$ cat src/srap_pkg.sv
// Shared types and constants for the STUN response attribute parser.
// Used by srap_parser and stun_response_attribute_parser; no dependencies.
`default_nettype none

package srap_pkg;

   // Fixed message layout
   localparam int unsigned HdrBytes       = 20;
   localparam int unsigned AttrHdrBytes   = 4;
   localparam int unsigned MappedValueLen = 8;
   localparam int unsigned WantedReset    = 1;

   // Result status codes
   typedef enum logic [1:0] {
      STATUS_OK        = 2'd0,
      STATUS_SHORT     = 2'd1,
      STATUS_TRUNC_HDR = 2'd2,
      STATUS_OVERRUN   = 2'd3
   } status_type;

   // One parse result, as it leaves the parser core
   typedef struct packed {
      logic [31:0] mapped_addr;
      logic [15:0] mapped_port;
      logic        found;
      logic [10:0] payload_length;
      status_type  status;
   } result_type;

endpackage

`default_nettype wire

$ cat src/srap_parser.sv
// Per-datagram parse state: byte counter, header length, attribute walk.
// Depends on srap_pkg; produces the result for a final byte combinationally.
`default_nettype none

module srap_parser #(
   parameter int unsigned MAX_PAYLOAD_BYTES = 2048
) (
   input  wire logic                  clock,
   input  wire logic                  reset,
   input  wire logic                  byte_valid,
   input  wire logic [7:0]            data_byte,
   input  wire logic                  last_byte,
   input  wire logic [15:0]           wanted_attr_type,
   output srap_pkg::result_type       result
);

   localparam int unsigned CountW = $clog2(MAX_PAYLOAD_BYTES);
   localparam int unsigned ExtW   = (CountW > 11) ? CountW : 11;
   localparam logic [CountW-1:0] Limit = CountW'(MAX_PAYLOAD_BYTES - 1);

   logic [CountW-1:0] byte_count_ff, byte_count_in;
   logic [15:0]       hdr_len_ff, hdr_len_in;
   logic [16:0]       attr_offset_ff, attr_offset_in;
   logic [15:0]       attr_type_ff, attr_type_in;
   logic [15:0]       attr_len_ff, attr_len_in;
   logic [47:0]       pending_ff, pending_in;
   logic [47:0]       port_addr_ff, port_addr_in;
   logic              found_ff, found_in;

   logic [16:0]       idx_ext;
   logic [16:0]       offset_inc;
   logic [ExtW-1:0]   count_ext;

   // Next-state logic for one accepted request byte
   always_comb begin
      byte_count_in  = byte_count_ff;
      hdr_len_in     = hdr_len_ff;
      attr_offset_in = attr_offset_ff;
      attr_type_in   = attr_type_ff;
      attr_len_in    = attr_len_ff;
      pending_in     = pending_ff;
      port_addr_in   = port_addr_ff;
      found_in       = found_ff;
      idx_ext        = 17'(byte_count_ff);
      offset_inc     = attr_offset_ff + 17'd1;
      count_ext      = '0;
      result         = '0;

      if (byte_valid) begin
         if (byte_count_ff < Limit) begin
            byte_count_in = byte_count_ff + CountW'(1);
            if (byte_count_ff == CountW'(2) || byte_count_ff == CountW'(3)) begin
               hdr_len_in = {hdr_len_ff[7:0], data_byte};
            end else if (idx_ext >= 17'(srap_pkg::HdrBytes) &&
                         (idx_ext - 17'(srap_pkg::HdrBytes)) < {1'b0, hdr_len_ff}) begin
               // attribute area byte: header fields, then value bytes 2..7
               if (attr_offset_ff < 17'(srap_pkg::AttrHdrBytes)) begin
                  if (attr_offset_ff < 17'd2) begin
                     attr_type_in = {attr_type_ff[7:0], data_byte};
                  end else begin
                     attr_len_in = {attr_len_ff[7:0], data_byte};
                  end
               end else if (attr_offset_ff >= 17'd6 && attr_offset_ff < 17'd12) begin
                  pending_in = {pending_ff[39:0], data_byte};
               end
               // end of attribute: capture a match, restart the walk
               if (offset_inc >= 17'(srap_pkg::AttrHdrBytes) &&
                   offset_inc == 17'(attr_len_in) + 17'(srap_pkg::AttrHdrBytes)) begin
                  if (attr_type_in == wanted_attr_type &&
                      attr_len_in == 16'(srap_pkg::MappedValueLen)) begin
                     port_addr_in = pending_in;
                     found_in     = 1'b1;
                  end
                  attr_offset_in = '0;
               end else begin
                  attr_offset_in = offset_inc;
               end
            end
         end

         if (last_byte) begin
            count_ext             = ExtW'(byte_count_in);
            result.payload_length = count_ext[10:0];
            if (byte_count_in < CountW'(srap_pkg::HdrBytes)) begin
               result.status = srap_pkg::STATUS_SHORT;
            end else begin
               if (attr_offset_in == '0) begin
                  result.status = srap_pkg::STATUS_OK;
               end else if (attr_offset_in < 17'(srap_pkg::AttrHdrBytes)) begin
                  result.status = srap_pkg::STATUS_TRUNC_HDR;
               end else begin
                  result.status = srap_pkg::STATUS_OVERRUN;
               end
               result.found       = found_in;
               result.mapped_port = port_addr_in[47:32];
               result.mapped_addr = port_addr_in[31:0];
            end
            // datagram done: back to the reset state
            byte_count_in  = '0;
            hdr_len_in     = '0;
            attr_offset_in = '0;
            attr_type_in   = '0;
            attr_len_in    = '0;
            pending_in     = '0;
            port_addr_in   = '0;
            found_in       = 1'b0;
         end
      end
   end

   // Parse state registers
   always_ff @(posedge clock) begin
      if (reset) begin
         byte_count_ff  <= '0;
         hdr_len_ff     <= '0;
         attr_offset_ff <= '0;
         attr_type_ff   <= '0;
         attr_len_ff    <= '0;
         pending_ff     <= '0;
         port_addr_ff   <= '0;
         found_ff       <= 1'b0;
      end else begin
         byte_count_ff  <= byte_count_in;
         hdr_len_ff     <= hdr_len_in;
         attr_offset_ff <= attr_offset_in;
         attr_type_ff   <= attr_type_in;
         attr_len_ff    <= attr_len_in;
         pending_ff     <= pending_in;
         port_addr_ff   <= port_addr_in;
         found_ff       <= found_in;
      end
   end

endmodule

`default_nettype wire

$ cat src/stun_response_attribute_parser.sv
// STUN response attribute parser, top level: stream ports, CSR, result register.
// Depends on srap_pkg and srap_parser.
//
// Usage:
//   req_*  : one payload byte per request, req_tlast on the final byte.
//   rsp_*  : one result per datagram, after the request carrying req_tlast.
//   csr_*  : writes wanted_attr_type; only while no datagram is in flight.
// Throughput is one byte per cycle, unless a final byte waits on a pending
// result; a byte only updates counters and compares between srap_parser regs.
// Latency: the result is valid in the cycle after the final byte is taken.
// Reset clears all parse state, drops rsp_tvalid and sets the wanted
// attribute type to 1. If the receiver stalls, the result stays in the
// output register; further non-final bytes are still taken, and only a
// final byte waits until the pending result has been accepted.
// Bytes beyond MAX_PAYLOAD_BYTES - 1 are neither counted nor parsed.
`default_nettype none

module stun_response_attribute_parser #(
   parameter int unsigned MAX_PAYLOAD_BYTES = 2048
) (
   input  wire logic        clock,
   input  wire logic        reset,
   // request channel
   input  wire logic        req_tvalid,
   output logic             req_tready,
   input  wire logic [7:0]  req_tdata,   // [7:0] data_byte
   input  wire logic        req_tlast,   // last_byte
   // result channel
   output logic             rsp_tvalid,
   input  wire logic        rsp_tready,
   output logic [63:0]      rsp_tdata,   // [1:0] status, [12:2] payload_length,
                                         // [13] found, [29:14] mapped_port,
                                         // [61:30] mapped_addr, [63:62] zero
   // configuration write
   input  wire logic        csr_valid,
   output logic             csr_ready,
   input  wire logic [15:0] csr_data     // wanted_attr_type
);

   logic [15:0]          wanted_ff;
   logic                 rsp_valid_ff;
   srap_pkg::result_type rsp_data_ff;
   srap_pkg::result_type core_result;
   logic                 req_take;

   // A final byte needs a free output register; other bytes always pass
   assign req_tready = !rsp_valid_ff || rsp_tready || !req_tlast;
   assign req_take   = req_tvalid && req_tready;
   assign csr_ready  = 1'b1;

   srap_parser #(
      .MAX_PAYLOAD_BYTES (MAX_PAYLOAD_BYTES)
   ) u_parser (
      .clock            (clock),
      .reset            (reset),
      .byte_valid       (req_take),
      .data_byte        (req_tdata),
      .last_byte        (req_tlast),
      .wanted_attr_type (wanted_ff),
      .result           (core_result)
   );

   // Configuration register
   always_ff @(posedge clock) begin
      if (reset) begin
         wanted_ff <= 16'(srap_pkg::WantedReset);
      end else if (csr_valid) begin
         wanted_ff <= csr_data;
      end
   end

   // Result register
   always_ff @(posedge clock) begin
      if (reset) begin
         rsp_valid_ff <= 1'b0;
      end else if (req_take && req_tlast) begin
         rsp_valid_ff <= 1'b1;
      end else if (rsp_tready) begin
         rsp_valid_ff <= 1'b0;
      end
   end

   always_ff @(posedge clock) begin
      if (req_take && req_tlast) begin
         rsp_data_ff <= core_result;
      end
   end

   assign rsp_tvalid = rsp_valid_ff;
   assign rsp_tdata  = {2'b00, rsp_data_ff};

`ifndef ASSERT_OFF
   // a result only appears after a final byte was taken
   a_rsp_source : assert property (@(posedge clock) disable iff (reset)
      $rose(rsp_tvalid) |-> $past(req_tvalid && req_tready && req_tlast))
      else $error("result appeared without a final request byte");

   // every final byte taken yields a result in the next cycle
   a_rsp_follows : assert property (@(posedge clock) disable iff (reset)
      (req_tvalid && req_tready && req_tlast) |=> rsp_tvalid)
      else $error("final request byte did not produce a result");

   // short datagram reports nothing found
   a_short_empty : assert property (@(posedge clock) disable iff (reset)
      (rsp_tvalid && rsp_data_ff.status == srap_pkg::STATUS_SHORT) |->
      (!rsp_data_ff.found && rsp_data_ff.mapped_port == '0 &&
       rsp_data_ff.mapped_addr == '0))
      else $error("short datagram reported a mapped address");
`endif

endmodule

`default_nettype wire
$ cat config.mk
export PLATFORM = sky130hd
export DESIGN_NAME = stun_response_attribute_parser
export DESIGN_NICKNAME = d
export VERILOG_FILES = /design/src/srap_pkg.sv /design/src/srap_parser.sv /design/src/stun_response_attribute_parser.sv
export SDC_FILE = /design/constraint.sdc
export NUM_CORES = 1
export LEC_CHECK = 0
export BUFFER_PORTS_ARGS = -buffer_cell sky130_fd_sc_hd__buf_2
export CAP_MARGIN = 30
export CORE_UTILIZATION = 25
export CTS_CLUSTER_DIAMETER = 120
export DETAILED_ROUTE_END_ITERATION = 8
export PLACE_DENSITY = 0.46
export SYNTH_ARGS = -nofsm -noshare
export SYNTH_HDL_FRONTEND = slang
export SYNTH_SLANG_ARGS = --single-unit
$ cat constraint.sdc
create_clock -name clock -period 5.7 [get_ports clock]
set_input_delay 0.57 -clock clock [delete_from_list [all_inputs] [get_ports clock]]
set_output_delay 0.57 -clock clock [all_outputs]
set_load 0.05 [all_outputs]
==> results.toml <==
[clock_network]
post-cts-setup-buffers = 0
path_clk_slew_ns = 0.06
cts_buffers = 29
htreeDepth = 1
cts-root-buf = "clkbuf_16"
ctsHoldBuffers = 0
cts-resized-gates = 0
cts_buffer_depth = 3
clk_latency_ns = 0.56
cts_tree = "built"
clkSinkCount = 252

[synth]
synth_top_cell_by_area = "dfxtp_1"
synth_cell_types = 70
synth.most_common_cell = "dfxtp_1"
async_flop_share_pct = 0
synth_top_flop_cell = "dfxtp_1"
seq_area_frac_synth_pct = 43.0
synth_edf_count = 62
syn-cell-area_mm2 = 0.0132
synth.top_cells.by_count = "190 x dfxtp_1, 167 x nor2_1, 143 x nand2_1, 100 x a22oi_1, 94 x clkbuf_1"
synth_area_per_cell_um2 = 9.38
postSynthCellCount = 1406
synth_warnings = 0
yosysTopAreaCellShare_pct = 28.8
synth_area_leaders = "dfxtp_1 29%, edfxtp_1 14%, mux2i_1 6.7%"
synth_seq_cells = 252

[setup_path]
critical_path_required_ns = 6.19
worstReg2RegEnd = "u_parser.port_addr_ff[10]$_SDFFE_PP0P_"
worstPathArrival_ns = 5.55
timing.rr.start = "u_parser.attr_offset_ff[5]$_SDFFE_PP0P_"
rrSetupSlack_ns = 0.64
critical_path.max_fanout = 48
worstSetupPathType = "reg -> reg"
endpoint_kind = "flop"
critPathLaunchType = "flop"
r2r_cells = 16

[timing]
setup_viol_count_final = 0
finalMaxSlewViolations = 0
rsz0062_at_grt = "no"
finClkSkew_ns = 0.0139
hold_viol = 0
clock.fmax_ghz = 0.198
relSlewSlack_pct = 36.3
worst_pin_slew_ns = 0.955
fin_crit_ns = 5.06
fin_crit_sh_pct = 88.8
tns_ns = 0
hold-worst-slack_ns = 0.251

[power_and_ir_drop]
p_leak_nw = 5.33
irDropWorstVdd_uv = 205
p_per_area_mw_per_mm2 = 265

[place]
hpwl_mm = 25.0
io_buffers = 93
globalplace.congestion = 0.865

[drt]
vias = 10731
dr.pass1.iters = 5
wire_per_inst_um = 17.8
drt-vias-per-instance = 5.03
detail-route-antenna-nets = 0
drt_iter0_drc = 906
route.final.wire_length_mm = 37.9
drc = 0

[grt]
antenna_found_initial = 0
grt_pass1_wl_mm = 59.9
grt_overflow = 0
grt_pass1_vias = 10217
grt_max_degree = 99
grt_usage_pct = 13.9

[worst_hold_path]
hp-start = "csr_data[8]"
min_path_cells = 3
holdPathEnd = "wanted_ff[8]$_SDFFE_PP0P_"
hp-class = "in -> reg"

[floorplan]
top_level_ports = 97
start_util_pct = 25.5
die-area_mm2 = 0.0537
die_h_um = 232
fp-row-count = 83
core_mm2 = 0.0517
die_x_um = 232

[finish]
n_fill_cell = 5438
utilization_pct = 29.4
final_layout_size_suffix_gt1_share_pct = 16.4
multi_input_comb_area_mm2 = 0.00690
layout.area.seq_mm2 = 0.00567
nets = 1485
antennaDiodeCount = 0
area_growth_pct = 15.4

[status]
outcome = "finished clean"

[job]
maxCapViolations = 0
## cell usage in the layout, fill, tap and decap left out, types with 10 or more instances in the layout
| master | instances |
|---|---|
| nand2_1 | 143 |
| a22oi_1 | 100 |
| nand4_1 | 22 |
| mux2_2 | 51 |
| a21oi_1 | 34 |
| edfxtp_1 | 62 |
| inv_1 | 34 |
| nor2_1 | 167 |
| a31oi_1 | 10 |
| mux2i_1 | 88 |
| xnor2_1 | 34 |
| ha_1 | 25 |
| and4_1 | 10 |
| dfxtp_1 | 190 |
| buf_4 | 23 |
| clkbuf_16 | 30 |
| xor2_1 | 28 |
| o21ai_0 | 16 |
| nor4_1 | 17 |
| nor3_1 | 23 |
| a32o_1 | 48 |
| buf_2 | 92 |
| nand3_1 | 30 |
## report_power, final
part / internal [W] / total, W / switching, W / leakage, nW
Clock: 0.00113 / 0.00189 / 0.000762 / 0.476
Combinational: 0.0000510 / 0.000262 / 0.000211 / 2.72
Sequential: 0.00186 / 0.00188 / 0.0000184 / 2.13
## kinds of logic (layout without fill, tap and decap cells)
group           after synthesis  count (layout)  share of synthesized area (%)
simple gates                479             479                           17.5
compound gates              284             284                           16.4
flops                       252             252                           43.0
buf+inv                     161             207                           5.22
mux                         139             139                           11.0
xor+xnor                     64              64                           4.46
fa+ha+maj                    25              25                           2.37
other cells                   2               3                         0.0570
## stage by stage
step	power (W)	worst slack, ns	cell area [um^2]	std cells
2_1_floorplan	0.00210	1.11	13200	1407
3_3_place_gp	0.00218	0.867	14200	2078
3_5_place_dp	0.00218	0.694	14200	2079
4_1_cts	0.00410	0.647	15200	2133
5_1_grt	0.00419	0.182	15200	2133
6_report	0.00404	0.640	15200	2133
## registers in the layout, indices dropped and copies added (netlist names), 16 cells and up
signal	cells
rsp_tdata	62
u_parser.pending_ff	48
wanted_ff	16
u_parser.hdr_len_ff	16
u_parser.port_addr_ff	48
u_parser.attr_type_ff	16
u_parser.attr_len_ff	16
u_parser.attr_offset_ff	17
## critical path: stages, from the launching register on
cell and delay [ns]:
dfxtp_1 0.47, nor4_4 0.52, and4_1 0.43, nand2_1 0.09, o21ai_0 0.17, ha_1 0.40, nand3_1 0.19, or3_1 0.38
a211oi_1 0.32, o21a_1 0.15, o211ai_1 0.09, a2111oi_1 0.43, nand4_2 0.26, buf_4 0.29, nor4_4 0.28, buf_12 0.29
a32o_1 0.21
## cell type report
cell class | count | share of cell area (%)
Clock inverter | 11 | 0.765
Sequential cell | 252 | 37.2
Multi-Input combinational cell | 994 | 45.4
Inverter | 35 | 0.863
Tap cell | 680 | 5.59
Timing Repair Buffer | 118 | 4.55
Clock buffer | 43 | 5.65
## per-layer routing
layer  vias to the layer above  part of all wire, %  track usage (%)
met5                         -                    0                0
met3                        39                  4.6             1.88
met4                         0                  1.9             2.96
li1                       5200                    -                -
met1                      5236                   50             20.6
met2                       256                   43             21.2
## how the worst max path moves through the flow
| stage | cells past startpoint | slack [ns] | end | from |
|---|---|---|---|---|
| after floorplan | 20 | 1.11 | rsp_tdata[53]$_SDFFCE_PP0P_ | u_parser.attr_offset_ff[8]$_SDFFE_PP0P_ |
| after global placement | 16 | 0.87 | u_parser.port_addr_ff[8]$_SDFFE_PP0P_ | u_parser.attr_offset_ff[5]$_SDFFE_PP0P_ |
| after detailed placement | 16 | 0.69 | u_parser.port_addr_ff[10]$_SDFFE_PP0P_ | u_parser.attr_offset_ff[5]$_SDFFE_PP0P_ |
| after CTS | 16 | 0.65 | u_parser.port_addr_ff[10]$_SDFFE_PP0P_ | u_parser.attr_offset_ff[5]$_SDFFE_PP0P_ |
| after global routing | 16 | 0.18 | u_parser.port_addr_ff[22]$_SDFFE_PP0P_ | u_parser.attr_offset_ff[5]$_SDFFE_PP0P_ |
| final | 16 | 0.64 | u_parser.port_addr_ff[10]$_SDFFE_PP0P_ | u_parser.attr_offset_ff[5]$_SDFFE_PP0P_ |
Note: power is estimated with default switching activity, not from simulation.
